--- config.mk ---
export PLATFORM = sky130hd
export DESIGN_NAME = kinetic_window_outlier_span_flat
export DESIGN_NICKNAME = d
export VERILOG_FILES = /design/src/kwos_pkg.sv /design/src/kwos_sample_if.sv /design/src/kwos_span_if.sv /design/src/kwos_cfg_if.sv /design/src/kinetic_window_outlier_span.sv /design/src/kwos_window.sv /design/src/flat_wrapper.sv
export VERILOG_INCLUDE_DIRS = /design/src /design/src/src
export SDC_FILE = /design/constraint.sdc
export NUM_CORES = 2
export LEC_CHECK = 0
export BUFFER_PORTS_ARGS = -buffer_cell sky130_fd_sc_hd__buf_2
export CORE_UTILIZATION = 50
export DETAILED_ROUTE_END_ITERATION = 10
export HOLD_SLACK_MARGIN = 0.03
export PLACE_DENSITY = 0.68
export SYNTH_ARGS = -nofsm -noshare
export SYNTH_HDL_FRONTEND = slang
export SYNTH_SLANG_ARGS = --single-unit
--- constraint.sdc ---
create_clock -name i_clk -period 4.45 [get_ports i_clk]
set_input_delay 0.2225 -clock i_clk [delete_from_list [all_inputs] [get_ports i_clk]]
set_output_delay 0.2225 -clock i_clk [all_outputs]
set_load 0.005 [all_outputs]
--- src/kinetic_window_outlier_span_macros.svh ---
// ----------------------------------------------------------------------------
// Kinetic window outlier span: assertion macros
// Wrappers for the concurrent checks at the end of the top level. They fall
// away to nothing when SYNTHESIS is defined.
// ----------------------------------------------------------------------------
`ifndef KINETIC_WINDOW_OUTLIER_SPAN_MACROS_SVH
`define KINETIC_WINDOW_OUTLIER_SPAN_MACROS_SVH

`ifndef SYNTHESIS
// Consequent must hold in the same cycle as the antecedent.
`define KWOS_ASSERT_SAME(label, clk, rst_n, ante, cons) \
    label: assert property (@(posedge clk) disable iff (!rst_n) (ante) |-> (cons)) \
        else $error("kwos check failed");
// Consequent must hold in the cycle after the antecedent.
`define KWOS_ASSERT_NEXT(label, clk, rst_n, ante, cons) \
    label: assert property (@(posedge clk) disable iff (!rst_n) (ante) |=> (cons)) \
        else $error("kwos check failed");
`else
`define KWOS_ASSERT_SAME(label, clk, rst_n, ante, cons)
`define KWOS_ASSERT_NEXT(label, clk, rst_n, ante, cons)
`endif

`endif

--- src/kwos_pkg.sv ---
// ----------------------------------------------------------------------------
// kwos_pkg
// Shared types and constants of the kinetic window outlier span block.
// ----------------------------------------------------------------------------
`default_nettype none

package kwos_pkg;

    // Fixed field widths.
    localparam int SAMPLE_W  = 16;
    localparam int REG_W     = 16;
    localparam int CFG_IDX_W = 3;

    // Configuration register indexes.
    typedef enum logic [CFG_IDX_W-1:0] {
        CFG_GAP_LOW     = 3'd0,
        CFG_GAP_HIGH    = 3'd1,
        CFG_WIDTH_LOW   = 3'd2,
        CFG_WIDTH_HIGH  = 3'd3,
        CFG_REGION_START = 3'd4,
        CFG_REGION_STOP = 3'd5
    } t_cfg_idx;

    // One sample of a read.
    typedef struct packed {
        logic [SAMPLE_W-1:0] gap_sample;
        logic [SAMPLE_W-1:0] width_sample;
        logic                end_of_read;
    } t_sample;

    // One end-of-read report.
    typedef struct packed {
        logic             span_found;
        logic [REG_W-1:0] span_begin;
        logic [REG_W-1:0] span_end;
        logic             read_too_long;
    } t_span;

    // Control from the sequencer to the window store.
    typedef struct packed {
        logic adv;   // retire the oldest slot and step the pointer
        logic ins;   // write the new sample into the retired slot
        logic clr;   // start a fresh read
    } t_win_ctl;

endpackage

`default_nettype wire

--- src/kwos_sample_if.sv ---
// ----------------------------------------------------------------------------
// kwos_sample_if
// Valid/ready channel carrying one read sample per transfer.
// ----------------------------------------------------------------------------
`default_nettype none

interface kwos_sample_if;
    import kwos_pkg::*;

    logic    valid;
    logic    ready;
    t_sample data;

    modport source (output valid, output data, input ready);
    modport sink   (input valid, input data, output ready);
endinterface

`default_nettype wire

--- src/kwos_span_if.sv ---
// ----------------------------------------------------------------------------
// kwos_span_if
// Valid/ready channel carrying one end-of-read span report per transfer.
// ----------------------------------------------------------------------------
`default_nettype none

interface kwos_span_if;
    import kwos_pkg::*;

    logic  valid;
    logic  ready;
    t_span data;

    modport source (output valid, output data, input ready);
    modport sink   (input valid, input data, output ready);
endinterface

`default_nettype wire

--- src/kwos_cfg_if.sv ---
// ----------------------------------------------------------------------------
// kwos_cfg_if
// Register write channel: register index and write data per transfer.
// ----------------------------------------------------------------------------
`default_nettype none

interface kwos_cfg_if;
    import kwos_pkg::*;

    logic                 valid;
    logic                 ready;
    logic [CFG_IDX_W-1:0] index;
    logic [REG_W-1:0]     data;

    modport source (output valid, output index, output data, input ready);
    modport sink   (input valid, input index, input data, output ready);
endinterface

`default_nettype wire

--- src/kinetic_window_outlier_span.sv ---
// The span report is offered after the transfer of the sample that ends a
// read, the trailing flush, S_LAST and the load of the output register in S_EMIT.
// Throughput: one sample per cycle within a read; after the closing sample the
// input is held off through the flush until the report is loaded in S_EMIT.
// Reset: synchronous, active low; clears control and sums, widens the bands fully.
// The history memory is not swept; a fill count masks unwritten slots.
// ----------------------------------------------------------------------------
// kinetic_window_outlier_span
// Windowed kinetic outlier detector reporting the first and last outlier
// position of each read in the configured region.
// ----------------------------------------------------------------------------
`default_nettype none

`include "kinetic_window_outlier_span_macros.svh"

module kinetic_window_outlier_span #(
    parameter int HALF_WINDOW   = 16,
    parameter int WINDOW_LEN    = 32,
    parameter int POSITION_BITS = 16
) (
    input  wire logic     i_clk,
    input  wire logic     i_rst_n,
    kwos_sample_if.sink   i_sample,
    kwos_span_if.source   o_span,
    kwos_cfg_if.sink      i_cfg
);
    import kwos_pkg::*;

    localparam int SUM_W = SAMPLE_W + $clog2(WINDOW_LEN);
    localparam int BND_W = SUM_W + 1;
    localparam int CNT_W = POSITION_BITS + 1;
    localparam int CMP_W = (CNT_W > REG_W) ? CNT_W : REG_W;
    localparam int T_W   = $clog2(HALF_WINDOW + 1);
    localparam logic [CNT_W-1:0] POS_LIMIT = CNT_W'(1) << POSITION_BITS;
    localparam logic [CNT_W-1:0] COUNT_CAP = POS_LIMIT + CNT_W'(HALF_WINDOW);
    localparam logic [CNT_W-1:0] HALF_C    = CNT_W'(HALF_WINDOW);

    typedef enum logic [3:0] {
        S_RUN   = 4'b0001,
        S_FLUSH = 4'b0010,
        S_LAST  = 4'b0100,
        S_EMIT  = 4'b1000
    } t_state;

    t_state r_state, n_state;

    // Bounds are held pre-multiplied by the window length, so a mean test
    // becomes a plain compare on the window sum.
    logic [BND_W-1:0] r_gap_lo, r_gap_hi, r_width_lo, r_width_hi;
    logic [REG_W-1:0] r_region_start, r_region_stop;

    logic [CNT_W-1:0]         r_count, n_count;
    logic [T_W-1:0]           r_t, n_t;
    logic                     r_jv, n_jv;
    logic [CNT_W-1:0]         r_jpos, n_jpos;
    logic                     r_found;
    logic [POSITION_BITS-1:0] r_first, r_last;
    logic                     r_out_valid;
    t_span                    r_out;

    logic             s_accept;
    logic             s_load;
    t_win_ctl         win_ctl;
    logic [SUM_W-1:0] gap_sum, width_sum;
    logic [CNT_W-1:0] run_count;
    logic [CNT_W-1:0] flush_sum;
    logic             in_region;
    logic             outlier;
    logic             hit;

    assign i_cfg.ready    = 1'b1;
    assign i_sample.ready = (r_state == S_RUN);
    assign s_accept       = i_sample.valid && i_sample.ready;
    assign s_load         = (r_state == S_EMIT) && (!r_out_valid || o_span.ready);

    // Configuration writes.
    always_ff @(posedge i_clk) begin
        if (!i_rst_n) begin
            r_gap_lo       <= '0;
            r_gap_hi       <= (BND_W'(1) << SAMPLE_W) * BND_W'(WINDOW_LEN);
            r_width_lo     <= '0;
            r_width_hi     <= (BND_W'(1) << SAMPLE_W) * BND_W'(WINDOW_LEN);
            r_region_start <= '0;
            r_region_stop  <= '0;
        end else if (i_cfg.valid) begin
            case (i_cfg.index)
                CFG_GAP_LOW: begin
                    r_gap_lo <= BND_W'(i_cfg.data) * BND_W'(WINDOW_LEN);
                end
                CFG_GAP_HIGH: begin
                    r_gap_hi <= (BND_W'(i_cfg.data) + BND_W'(1)) * BND_W'(WINDOW_LEN);
                end
                CFG_WIDTH_LOW: begin
                    r_width_lo <= BND_W'(i_cfg.data) * BND_W'(WINDOW_LEN);
                end
                CFG_WIDTH_HIGH: begin
                    r_width_hi <= (BND_W'(i_cfg.data) + BND_W'(1)) * BND_W'(WINDOW_LEN);
                end
                CFG_REGION_START: begin
                    r_region_start <= i_cfg.data;
                end
                CFG_REGION_STOP: begin
                    r_region_stop <= i_cfg.data;
                end
                default: begin
                end
            endcase
        end
    end

    // Window store.
    always_comb begin
        win_ctl.adv = s_accept || (r_state == S_FLUSH);
        win_ctl.ins = s_accept;
        win_ctl.clr = s_load;
    end

    kwos_window #(
        .WINDOW_LEN (WINDOW_LEN),
        .SUM_W      (SUM_W)
    ) u_window (
        .i_clk       (i_clk),
        .i_rst_n     (i_rst_n),
        .i_ctl       (win_ctl),
        .i_gap       (i_sample.data.gap_sample),
        .i_width     (i_sample.data.width_sample),
        .o_gap_sum   (gap_sum),
        .o_width_sum (width_sum)
    );

    // Sample counting and selection of the position judged next cycle.
    assign run_count = (r_count < COUNT_CAP) ? r_count + CNT_W'(1) : r_count;
    assign flush_sum = r_count + CNT_W'(r_t);

    always_comb begin
        n_state = r_state;
        n_count = r_count;
        n_t     = r_t;
        n_jv    = 1'b0;
        n_jpos  = r_jpos;
        case (r_state)
            S_RUN: begin
                if (s_accept) begin
                    n_count = run_count;
                    n_jv    = (run_count > HALF_C);
                    n_jpos  = run_count - CNT_W'(1) - HALF_C;
                    if (i_sample.data.end_of_read) begin
                        n_state = S_FLUSH;
                        n_t     = '0;
                    end
                end
            end
            S_FLUSH: begin
                n_jv   = (flush_sum >= HALF_C);
                n_jpos = flush_sum - HALF_C;
                n_t    = r_t + T_W'(1);
                if (r_t == T_W'(HALF_WINDOW - 1)) begin
                    n_state = S_LAST;
                end
            end
            S_LAST: begin
                n_state = S_EMIT;
            end
            S_EMIT: begin
                if (s_load) begin
                    n_state = S_RUN;
                    n_count = '0;
                end
            end
            default: begin
                n_state = S_RUN;
            end
        endcase
    end

    // Judge the registered position against region and bands.
    assign in_region = r_jv && (r_jpos < POS_LIMIT)
                    && (CMP_W'(r_jpos) >= CMP_W'(r_region_start))
                    && (CMP_W'(r_jpos) < CMP_W'(r_region_stop));
    assign outlier   = (BND_W'(gap_sum) < r_gap_lo) || (BND_W'(gap_sum) >= r_gap_hi)
                    || (BND_W'(width_sum) < r_width_lo)
                    || (BND_W'(width_sum) >= r_width_hi);
    assign hit       = in_region && outlier;

    always_ff @(posedge i_clk) begin
        if (!i_rst_n) begin
            r_state <= S_RUN;
            r_count <= '0;
            r_t     <= '0;
            r_jv    <= 1'b0;
            r_found <= 1'b0;
            r_first <= '0;
            r_last  <= '0;
        end else begin
            r_state <= n_state;
            r_count <= n_count;
            r_t     <= n_t;
            r_jv    <= n_jv;
            if (s_load) begin
                r_found <= 1'b0;
                r_first <= '0;
                r_last  <= '0;
            end else if (hit) begin
                r_found <= 1'b1;
                if (!r_found) begin
                    r_first <= r_jpos[POSITION_BITS-1:0];
                end
                r_last <= r_jpos[POSITION_BITS-1:0];
            end
        end
    end

    always_ff @(posedge i_clk) begin
        r_jpos <= n_jpos;
    end

    // Output register.
    always_ff @(posedge i_clk) begin
        if (!i_rst_n) begin
            r_out_valid <= 1'b0;
        end else if (s_load) begin
            r_out_valid <= 1'b1;
        end else if (o_span.ready) begin
            r_out_valid <= 1'b0;
        end
    end

    always_ff @(posedge i_clk) begin
        if (s_load) begin
            r_out.span_found    <= r_found;
            r_out.span_begin    <= REG_W'(r_first);
            r_out.span_end      <= REG_W'(r_last);
            r_out.read_too_long <= (r_count > POS_LIMIT);
        end
    end

    assign o_span.valid = r_out_valid;
    assign o_span.data  = r_out;

    // Checks.
    `KWOS_ASSERT_NEXT(a_eor_starts_flush, i_clk, i_rst_n,
        s_accept && i_sample.data.end_of_read, r_state == S_FLUSH)
    `KWOS_ASSERT_NEXT(a_flush_length, i_clk, i_rst_n,
        (r_state == S_FLUSH) && (r_t == T_W'(HALF_WINDOW - 1)), r_state == S_LAST)
    `KWOS_ASSERT_NEXT(a_report_only_from_emit, i_clk, i_rst_n,
        !r_out_valid && (r_state != S_EMIT), !r_out_valid)
    `KWOS_ASSERT_SAME(a_empty_span_zero, i_clk, i_rst_n,
        r_out_valid && !r_out.span_found,
        (r_out.span_begin == '0) && (r_out.span_end == '0))

endmodule

`default_nettype wire

--- src/kwos_window.sv ---
// ----------------------------------------------------------------------------
// kwos_window
// Circular sample history in one synchronous memory, with the running gap and
// width window sums kept by read-modify-write of the oldest slot.
// ----------------------------------------------------------------------------
`default_nettype none

module kwos_window #(
    parameter int WINDOW_LEN = 32,
    parameter int SUM_W      = 21
) (
    input  wire logic                          i_clk,
    input  wire logic                          i_rst_n,
    input  wire kwos_pkg::t_win_ctl            i_ctl,
    input  wire logic [kwos_pkg::SAMPLE_W-1:0] i_gap,
    input  wire logic [kwos_pkg::SAMPLE_W-1:0] i_width,
    output logic      [SUM_W-1:0]              o_gap_sum,
    output logic      [SUM_W-1:0]              o_width_sum
);
    import kwos_pkg::*;

    localparam int PTR_W  = $clog2(WINDOW_LEN);
    localparam int FILL_W = $clog2(WINDOW_LEN + 1);
    localparam int WORD_W = 2 * SAMPLE_W;

    logic [WORD_W-1:0] mem [WINDOW_LEN];

    logic [PTR_W-1:0]    r_ptr, n_ptr;
    logic [FILL_W-1:0]   r_fill, n_fill;
    logic [SUM_W-1:0]    r_gap_sum, n_gap_sum;
    logic [SUM_W-1:0]    r_width_sum, n_width_sum;
    logic [WORD_W-1:0]   r_rd_data;
    logic                old_valid;
    logic [SAMPLE_W-1:0] old_gap, old_width;
    logic [SAMPLE_W-1:0] add_gap, add_width;

    // The slot at the pointer holds the oldest sample only once the ring has
    // been filled in this read; before that it reads as empty.
    assign old_valid = (r_fill == FILL_W'(WINDOW_LEN));
    assign old_gap   = old_valid ? r_rd_data[WORD_W-1:SAMPLE_W] : '0;
    assign old_width = old_valid ? r_rd_data[SAMPLE_W-1:0] : '0;
    assign add_gap   = i_ctl.ins ? i_gap : '0;
    assign add_width = i_ctl.ins ? i_width : '0;

    // Pointer, fill count and sum updates.
    always_comb begin
        n_ptr       = r_ptr;
        n_fill      = r_fill;
        n_gap_sum   = r_gap_sum;
        n_width_sum = r_width_sum;
        if (i_ctl.clr) begin
            n_ptr       = '0;
            n_fill      = '0;
            n_gap_sum   = '0;
            n_width_sum = '0;
        end else if (i_ctl.adv) begin
            n_ptr = (r_ptr == PTR_W'(WINDOW_LEN - 1)) ? '0 : r_ptr + PTR_W'(1);
            if (!old_valid) begin
                n_fill = r_fill + FILL_W'(1);
            end
            n_gap_sum   = r_gap_sum - SUM_W'(old_gap) + SUM_W'(add_gap);
            n_width_sum = r_width_sum - SUM_W'(old_width) + SUM_W'(add_width);
        end
    end

    always_ff @(posedge i_clk) begin
        if (!i_rst_n) begin
            r_ptr       <= '0;
            r_fill      <= '0;
            r_gap_sum   <= '0;
            r_width_sum <= '0;
        end else begin
            r_ptr       <= n_ptr;
            r_fill      <= n_fill;
            r_gap_sum   <= n_gap_sum;
            r_width_sum <= n_width_sum;
        end
    end

    // History memory. The read always prefetches the slot the pointer moves
    // to, which is never the slot written in the same cycle.
    always_ff @(posedge i_clk) begin
        if (i_ctl.adv && i_ctl.ins && !i_ctl.clr) begin
            mem[r_ptr] <= {i_gap, i_width};
        end
        r_rd_data <= mem[n_ptr];
    end

    assign o_gap_sum   = r_gap_sum;
    assign o_width_sum = r_width_sum;

endmodule

`default_nettype wire

--- src/flat_wrapper.sv ---
// flat-port wrapper written by rule: the top's interface ports become plain ports
module kinetic_window_outlier_span_flat import kwos_pkg::*;
#(
    parameter int HALF_WINDOW   = 16,
    parameter int WINDOW_LEN    = 32,
    parameter int POSITION_BITS = 16
)
  (i_clk, i_rst_n, i_sample_valid, i_sample_data, i_sample_ready, o_span_valid, o_span_data, o_span_ready, i_cfg_valid, i_cfg_index, i_cfg_data, i_cfg_ready);
  kwos_sample_if i_sample_i ();
  kwos_span_if o_span_i ();
  kwos_cfg_if i_cfg_i ();
  input  wire logic i_clk;
  input  wire logic i_rst_n;
  input wire logic [$bits(i_sample_i.valid)-1:0] i_sample_valid;
  input wire logic [$bits(i_sample_i.data)-1:0] i_sample_data;
  output wire logic [$bits(i_sample_i.ready)-1:0] i_sample_ready;
  output wire logic [$bits(o_span_i.valid)-1:0] o_span_valid;
  output wire logic [$bits(o_span_i.data)-1:0] o_span_data;
  input wire logic [$bits(o_span_i.ready)-1:0] o_span_ready;
  input wire logic [$bits(i_cfg_i.valid)-1:0] i_cfg_valid;
  input wire logic [$bits(i_cfg_i.index)-1:0] i_cfg_index;
  input wire logic [$bits(i_cfg_i.data)-1:0] i_cfg_data;
  output wire logic [$bits(i_cfg_i.ready)-1:0] i_cfg_ready;
  assign i_sample_i.valid = i_sample_valid;
  assign i_sample_i.data = i_sample_data;
  assign i_sample_ready = i_sample_i.ready;
  assign o_span_valid = o_span_i.valid;
  assign o_span_data = o_span_i.data;
  assign o_span_i.ready = o_span_ready;
  assign i_cfg_i.valid = i_cfg_valid;
  assign i_cfg_i.index = i_cfg_index;
  assign i_cfg_i.data = i_cfg_data;
  assign i_cfg_ready = i_cfg_i.ready;
  kinetic_window_outlier_span #(.HALF_WINDOW(HALF_WINDOW), .WINDOW_LEN(WINDOW_LEN), .POSITION_BITS(POSITION_BITS)) u_core (.i_clk(i_clk), .i_rst_n(i_rst_n), .i_sample(i_sample_i), .o_span(o_span_i), .i_cfg(i_cfg_i));
endmodule
After elaboration in Yosys (flattened, before gate mapping)
Memories as Yosys holds them, arrays and structs flattened. A register that Yosys moved wholly into a read port is not among the register bits.
Cells that the tools add are included.

cells by class
  equal/unequal tests = 16
  add/subtract/negate cells = 13
  multiplexer cells = 27
  bitwise operators = 3
  reductions and logical operators = 32
  order comparisons = 11

operators with widths
  operator                                              count
  two-way mux 17 bit                                    4
  case mux 17 bit (2 select lines)                      2
  two-way mux 16 bit                                    4
  >= comparator 21 x 22 -> 1 bit                        2
  adder 21 x 16 -> 21 bit                               2
  less-than comparator 21 bit                           2
  subtractor 21 x 16 -> 21 bit                          2
  less-than comparator 17 bit, second input constant    2
  subtractor 17 x 5 -> 17 bit, second input constant    2
  two-way mux 5 bit                                     5
  AND reduction 2 bit                                   9
  adder 16 x 1 -> 17 bit, second input constant         1
  adder 17 x 1 -> 17 bit, second input constant         1
  adder 17 x 5 -> 17 bit                                1
  >= comparator 17 x 16 -> 1 bit                        1
  >= comparator 17 x 5 -> 1 bit, second input constant  1
  > comparator 17 bit, second input constant            1
  > comparator 17 x 5 -> 1 bit, second input constant   1
  less-than comparator 17 x 16 -> 1 bit                 1
  subtractor 17 x 1 -> 17 bit, second input constant    1
  two-way mux 4 bit                                     4
  case mux 4 bit (4 select lines)                       1
  adder 5 x 1 -> 5 bit, second input constant           2
  case mux 5 bit (2 select lines)                       1
  other kinds (24)                                      49

word-level totals
  input bits = 57
  bits in writable memories = 1024
  memories = 1
  bits in registers = 263
  word-level logic and storage cells = 126

memory list
  name                 depth  bits a word  rd ports  clocked after memory_dff  wr ports  line               RTL
  u_core.u_window.mem  32     32           1         1                         1         kwos_window.sv:26  logic [WORD_W-1:0] mem [WINDOW_LEN];

Logic depth before layout (Yosys ltp)
  word-level depth = 7
  depth in mapped cells = 19
  gate-level depth less buffers = 17

Cells and area by module
From an unflattened synthesis, not the netlist that was laid out.

unflattened totals
  cell total of the unflattened synthesis = 4420
  area, all modules = 57662.8 um^2

modules (own cells, without submodules)
  module                       cells an instance  times used  area each (um^2)
  kwos_window                  2994               1           45625.0
  kinetic_window_outlier_span  1426               1           12037.8

Least setup slack after synthesis
OpenSTA, ideal clock, no wires.

  path kind = register to register
  from = register u_core.r_state[3]
  to = register u_core.u_window.r_width_sum[19], in the netlist u_core.u_window.o_width_sum[19]
  stages on the path, launching flop included = 19
  arrival time = 4698 ps
  path slack = -377 ps
  path buffers = 4
  required time = 4321 ps
  path through = dfxtp_1 -> buf_2 -> nor4b_2 -> and2_0 -> clkbuf_1 -> clkbuf_1 -> clkbuf_1 -> nand2_1 -> fa_1 -> inv_1 -> ha_1 -> a21o_1 -> a21o_1 -> a2111oi_0 -> nor3_1 -> a2111oi_0 -> a21oi_1 -> xnor2_1 -> o21ai_0

on the way
  longest elaborated chain between the ends = 4

ends and longest elaborated chain
  element                     line                                RTL
  from (decl)                 kinetic_window_outlier_span.sv:45   t_state r_state, n_state;
  from (signal assigned)      kinetic_window_outlier_span.sv:195  r_state <= n_state;
  == test 4 x 1 -> 1 bit (*)  kinetic_window_outlier_span.sv:72   assign i_sample.ready = (r_state == S_RUN);
  via i_sample_ready          flat_wrapper.sv:16                  output wire logic [$bits(i_sample_i.ready)-1:0] i_sample_ready;
  logical AND 1 bit (*)       kinetic_window_outlier_span.sv:73   assign s_accept = i_sample.valid && i_sample.ready;
  two-way mux 16 bit          kwos_window.sv:43                   assign add_width = i_ctl.ins ? i_width : '0;
  adder 21 x 16 -> 21 bit     kwos_window.sv:62                   n_width_sum = r_width_sum - SUM_W'(old_width) + SUM_W'(add_width);
  to (signal assigned)        kwos_window.sv:76                   r_width_sum <= n_width_sum;
  to (decl)                   kwos_window.sv:31                   logic [SUM_W-1:0] r_width_sum, n_width_sum;

Mark *: on every way through the listed nets, which the timed path passes. The rest lies on a longest branch.
A chain may end at the register's enable or synchronous reset.

Final worst setup path
  from = register u_core.r_state[0]
  to = register u_core.u_window.r_gap_sum[19], in the netlist u_core.u_window.o_gap_sum[19]

on the way
  longest elaborated chain between the ends = 4

ends and longest elaborated chain
  element                  line                               RTL
  == test 4 x 1 -> 1 bit   kinetic_window_outlier_span.sv:72
  logical AND 1 bit        kinetic_window_outlier_span.sv:73
  two-way mux 16 bit       kwos_window.sv:42                  assign add_gap = i_ctl.ins ? i_gap : '0;
  adder 21 x 16 -> 21 bit  kwos_window.sv:61                  n_gap_sum = r_gap_sum - SUM_W'(old_gap) + SUM_W'(add_gap);
  to (signal assigned)     kwos_window.sv:75                  r_gap_sum <= n_gap_sum;
  to (decl)                kwos_window.sv:30                  logic [SUM_W-1:0] r_gap_sum, n_gap_sum;

Several ways; a longest one is shown, not always the timed one.

==> results summary <==
The run finished with clean final reports. Of the synthesized area, sequential elements account for 64.5%. The number of I/O port buffers is 92. During I/O placement, the number of pins put on the boundary was 94. The cell leakage power is 23.8 nW. The worst slack at placement is 0.0528 ns. The final weighted congestion in routability-driven placement is 0.908. The count of state elements after synthesis came out at 1,319. The cell count after synthesis came out at 5,013.

After the first detailed-routing iteration, the DRC count stood at 4,581. The clock transition at the registers of the reported paths came out at 0.06 ns. The share of flip-flops with an asynchronous set or reset is 0%. The clock latency on the worst-skew pair is 0.76 ns. The shortest period the worst path allows came out at 4.14 ns. Synthesis produced a netlist with a net count of 5,259. Max-cap violations in this run came to 0. The final hold violation count is 0. The number of placement rows came out at 124. In this run, synthesis inferred 1,075 flip-flops with an integrated enable. The highest achievable clock rate is 242 MHz. The post-layout worst setup margin came out at 0.309 ns. The tightest min-delay check is of the primary input to flop type. The worst hold path begins at i_sample_data[8]. The count of yosys warnings during synthesis is 0. The post-route clock period utilization came out at 93.0%.

The total vias in the final route came out at 40.2k. No sink is reached through more buffers than the 3 on the longest clock path. For this configuration, the core starts out at a cell density of 50.4%. The most numerous cell type found on the critical path is sky130_fd_sc_hd__o21ai_0.

Counting every sink on the clock net gives 1,319. Walking the worst path, the cells encountered are nor4b_4 > and2_4 > buf_4 > nand2_1 > fa_1 > inv_1 > ha_1 > o21ai_0 > o21ai_0 > a41oi_1 > o21ai_1 > a31oi_1 > and3_1 > a211o_1. The post-route antenna net violation count is 0. The worst setup skew after layout is 0.0299 ns.

The final instance area is 65,900 sq um. The max-slew violation total from the final report came out at 0. The maximum fanout along the worst path came out at 24. The number of remaining DRC errors came out at 0. The area enclosed by the die boundary is 117,000 sq um. The top flip-flop cell by instance count after synthesis is sky130_fd_sc_hd__edfxtp_1. The worst setup path is captured at a flop. In this run the mean area of a mapped cell was 11.5 sq um. The distinct cell type count of the synthesized netlist came out at 88. The vertical extent of the die is 341 microns. The via count normalized by instance count is 5.90.

The number of nets in the finished design is 5,430. At the worst endpoint, the arrival time is 4.77 ns. The count of final setup violators came out at 0. Once placement finished, the instance area stood at 60,900 sq um. The CTS tree is yes. In this run the number of H-tree levels came out at 4. The worst reg2reg path depth came out at 14. The slew at the pin closest to its max-slew limit came out at 1.10 ns. The floorplan step defined a core boundary enclosing 114,000 sq um. For hold timing, the worst endpoint is u_core.u_window.mem[0][7].

Across the VDD grid, the largest voltage drop is 365 uV. The overall overflow remaining after global route is 0. The number of antenna violations at the first check in global routing is 10.

The cell family contributing the most delay on the critical path is compound AO/OA/AOI/OAI gates. The normalized max-slew margin is 26.4%. The reg-to-reg setup timing slack is 0.31 ns. The top cell types in the final layout, fill and taps aside, are sky130_fd_sc_hd__nand2_1 (1,278), sky130_fd_sc_hd__edfxtp_1 (1,075), sky130_fd_sc_hd__a21oi_1 (284). The number of global-route vias before repair is 38.1k. The x dimension of the die is 341 microns. The worst flop-to-flop path startpoint is u_core.r_state[0]. The delay of the slowest cell on the worst path is 0.51 ns. Cells with a size suffix above 1 make up 10.3% of the layout. The area growth from synthesis to layout is 14.3%.

The worst setup path is launched from a flop. The post-detailed-route wirelength per cell came out at 23.7 microns. The pin count of the biggest net entering global routing came out at 74.

The number of detailed-routing iterations run before antenna repair came out at 5. The TritonCTS buffer count is 138. The post-detailed-placement half-perimeter wirelength is 97,200 microns. In this run the cell area of the synthesized design comes to 57,600 sq um.

The total routing usage reported by global routing came out at 27.4%. The total number of cells along the worst setup path is 14. Summed over all layers, the routed wires come to 162,000 microns. The total power divided by cell area came out at 506 nW/um^2. The cell with the largest stage delay on the worst path is sky130_fd_sc_hd__fa_1. Clock tree synthesis selected as its root buffer the cell sky130_fd_sc_hd__clkbuf_16. The data required time at the worst endpoint is 5.08 ns.

The number of buffers and inverters on the critical path is 2. In this run the critical register-to-register path is captured at u_core.u_window.o_gap_sum[19]. Along the worst hold path, the cell count comes to 2. The critical path is of the flop to flop type. The most common cell after layout, fill and taps aside is sky130_fd_sc_hd__nand2_1. The wire length of the first global-routing pass is 240,000 microns.
## cell families (layout without fill, tap and decap cells)
kind of cell	Yosys count	in the layout	share of synthesized area [%]
AO/OA/AOI/OAI	776	776	8.51
XOR/XNOR	94	94	1.43
adder cells (fa/ha/maj)	189	189	4.53
buffers and inverters	478	759	3.45
flip-flops	1319	1319	64.5
multiplexers	117	117	2.07
other	1	4	0.00651
AND/OR/NAND/NOR	2039	2039	15.5
## layer usage
layer | GRT usage, % | share of wire, % | vias to the layer above
met5 | 0 | 0.0080 | -
met4 | 11.4 | 4.0 | 2
met3 | 5.35 | 9.1 | 387
met2 | 44.2 | 47 | 1847
met1 | 36.4 | 40 | 19670
li1 | - | - | 18247
## final cells by class
cell class / count / area (sq um)
Multi-Input combinational cell: 3216 / 18900
Inverter: 210 / 788
Clock inverter: 76 / 886
Antenna cell: 3 / 7.51
Sequential cell: 1319 / 37200
Fill cell: 9197 / 48500
Tap cell: 1512 / 1890
Timing Repair Buffer: 299 / 2540
Clock buffer: 174 / 3740
## cells in the mapped netlist, drive strengths merged (34+ instances only)
library cell / instances / area, sq um
inv: 210 / 788
nor2: 147 / 562
a21oi: 287 / 1450
mux2i: 114 / 1160
nor3: 44 / 225
xor2: 53 / 464
a21o: 38 / 285
and2: 50 / 313
a21boi: 75 / 563
ha: 156 / 1950
nand2: 1282 / 4820
edfxtp: 1075 / 32300
nand4: 82 / 513
buf: 116 / 628
o21ai: 136 / 681
xnor2: 41 / 359
a31oi: 77 / 488
nor4: 77 / 482
dfxtp: 244 / 4880
and3: 34 / 218
clkbuf: 152 / 572
nand3: 236 / 1190
## how the worst max path moves through the flow
stage | to | start | slack [ns]
2_1_floorplan | u_core.u_window.o_width_sum[19] | u_core.r_state[3] | 0.01
3_5_place_dp | u_core.u_window.o_gap_sum[20] | u_core.r_state[0] | 0.05
5_1_grt | u_core.u_window.o_gap_sum[19] | u_core.r_state[0] | -0.005
6_report | u_core.u_window.o_gap_sum[19] | u_core.r_state[0] | 0.31
3_3_place_gp | u_core.u_window.o_width_sum[20] | u_core.r_state[0] | 0.15
4_1_cts | u_core.u_window.o_gap_sum[20] | u_core.r_state[0] | 0.02
## power by group
| part | total (mW) | switching [mW] | leakage (nW) | internal [mW] |
|---|---|---|---|---|
| Combinational | 7.44 | 4.66 | 9.86 | 2.77 |
| Sequential | 14.1 | 0.386 | 11.7 | 13.7 |
| Clock | 11.7 | 4.87 | 2.25 | 6.87 |
| Total | 33.3 | 9.92 | 23.8 | 23.4 |
## per-stage QoR
stage / std cells / util [%] / setup TNS, ns / power (mW) / hold slack, ns
floorplan: 5013 / - / 0 / 19.1 / 0.321
global placement: 6521 / 53.2 / 0 / 21.5 / 0.413
detailed placement: 6521 / 53.2 / 0 / 21.6 / 0.413
CTS: 6806 / 57.6 / 0 / 33.3 / 0.0318
global route: 6807 / 57.6 / -0.00737 / 34.6 / 0.0539
finish: 6809 / 57.6 / 0 / 33.3 / 0.0769
## registers in the layout (all words and copies together) (netlist names), 16 cells and up
signal / count
u_core.r_last: 16
u_core.r_gap_hi: 17
u_core.r_width_lo: 16
u_core.u_window.o_gap_sum: 21
u_core.u_window.o_width_sum: 21
u_core.r_region_start: 16
u_core.r_jpos: 17
u_core.r_region_stop: 16
u_core.r_count: 17
u_core.r_width_hi: 17
u_core.r_gap_lo: 16
u_core.u_window.r_rd_data: 32
u_core.o_span.data: 34
u_core.u_window.mem: 1024
u_core.r_first: 16
## worst reg2reg max path, cell delays in order (launching register included)
cell                      delay (ns)
sky130_fd_sc_hd__dfxtp_1        0.45
sky130_fd_sc_hd__nor4b_4        0.27
sky130_fd_sc_hd__and2_4         0.25
sky130_fd_sc_hd__buf_4          0.32
sky130_fd_sc_hd__nand2_1        0.13
sky130_fd_sc_hd__fa_1           0.51
sky130_fd_sc_hd__inv_1          0.05
sky130_fd_sc_hd__ha_1           0.33
sky130_fd_sc_hd__o21ai_0        0.13
sky130_fd_sc_hd__o21ai_0        0.40
sky130_fd_sc_hd__a41oi_1        0.25
sky130_fd_sc_hd__o21ai_1        0.32
sky130_fd_sc_hd__a31oi_1        0.16
sky130_fd_sc_hd__and3_1         0.19
sky130_fd_sc_hd__a211o_1        0.25
## timing repair
action	in CTS	in global routing
setup buffers	0	0
endpoints found under the hold margin	200	0
endpoints found under the setup margin	0	9
gates resized for setup	0	10
hold buffers	35	0
Note: power is estimated with default switching activity, not from simulation.
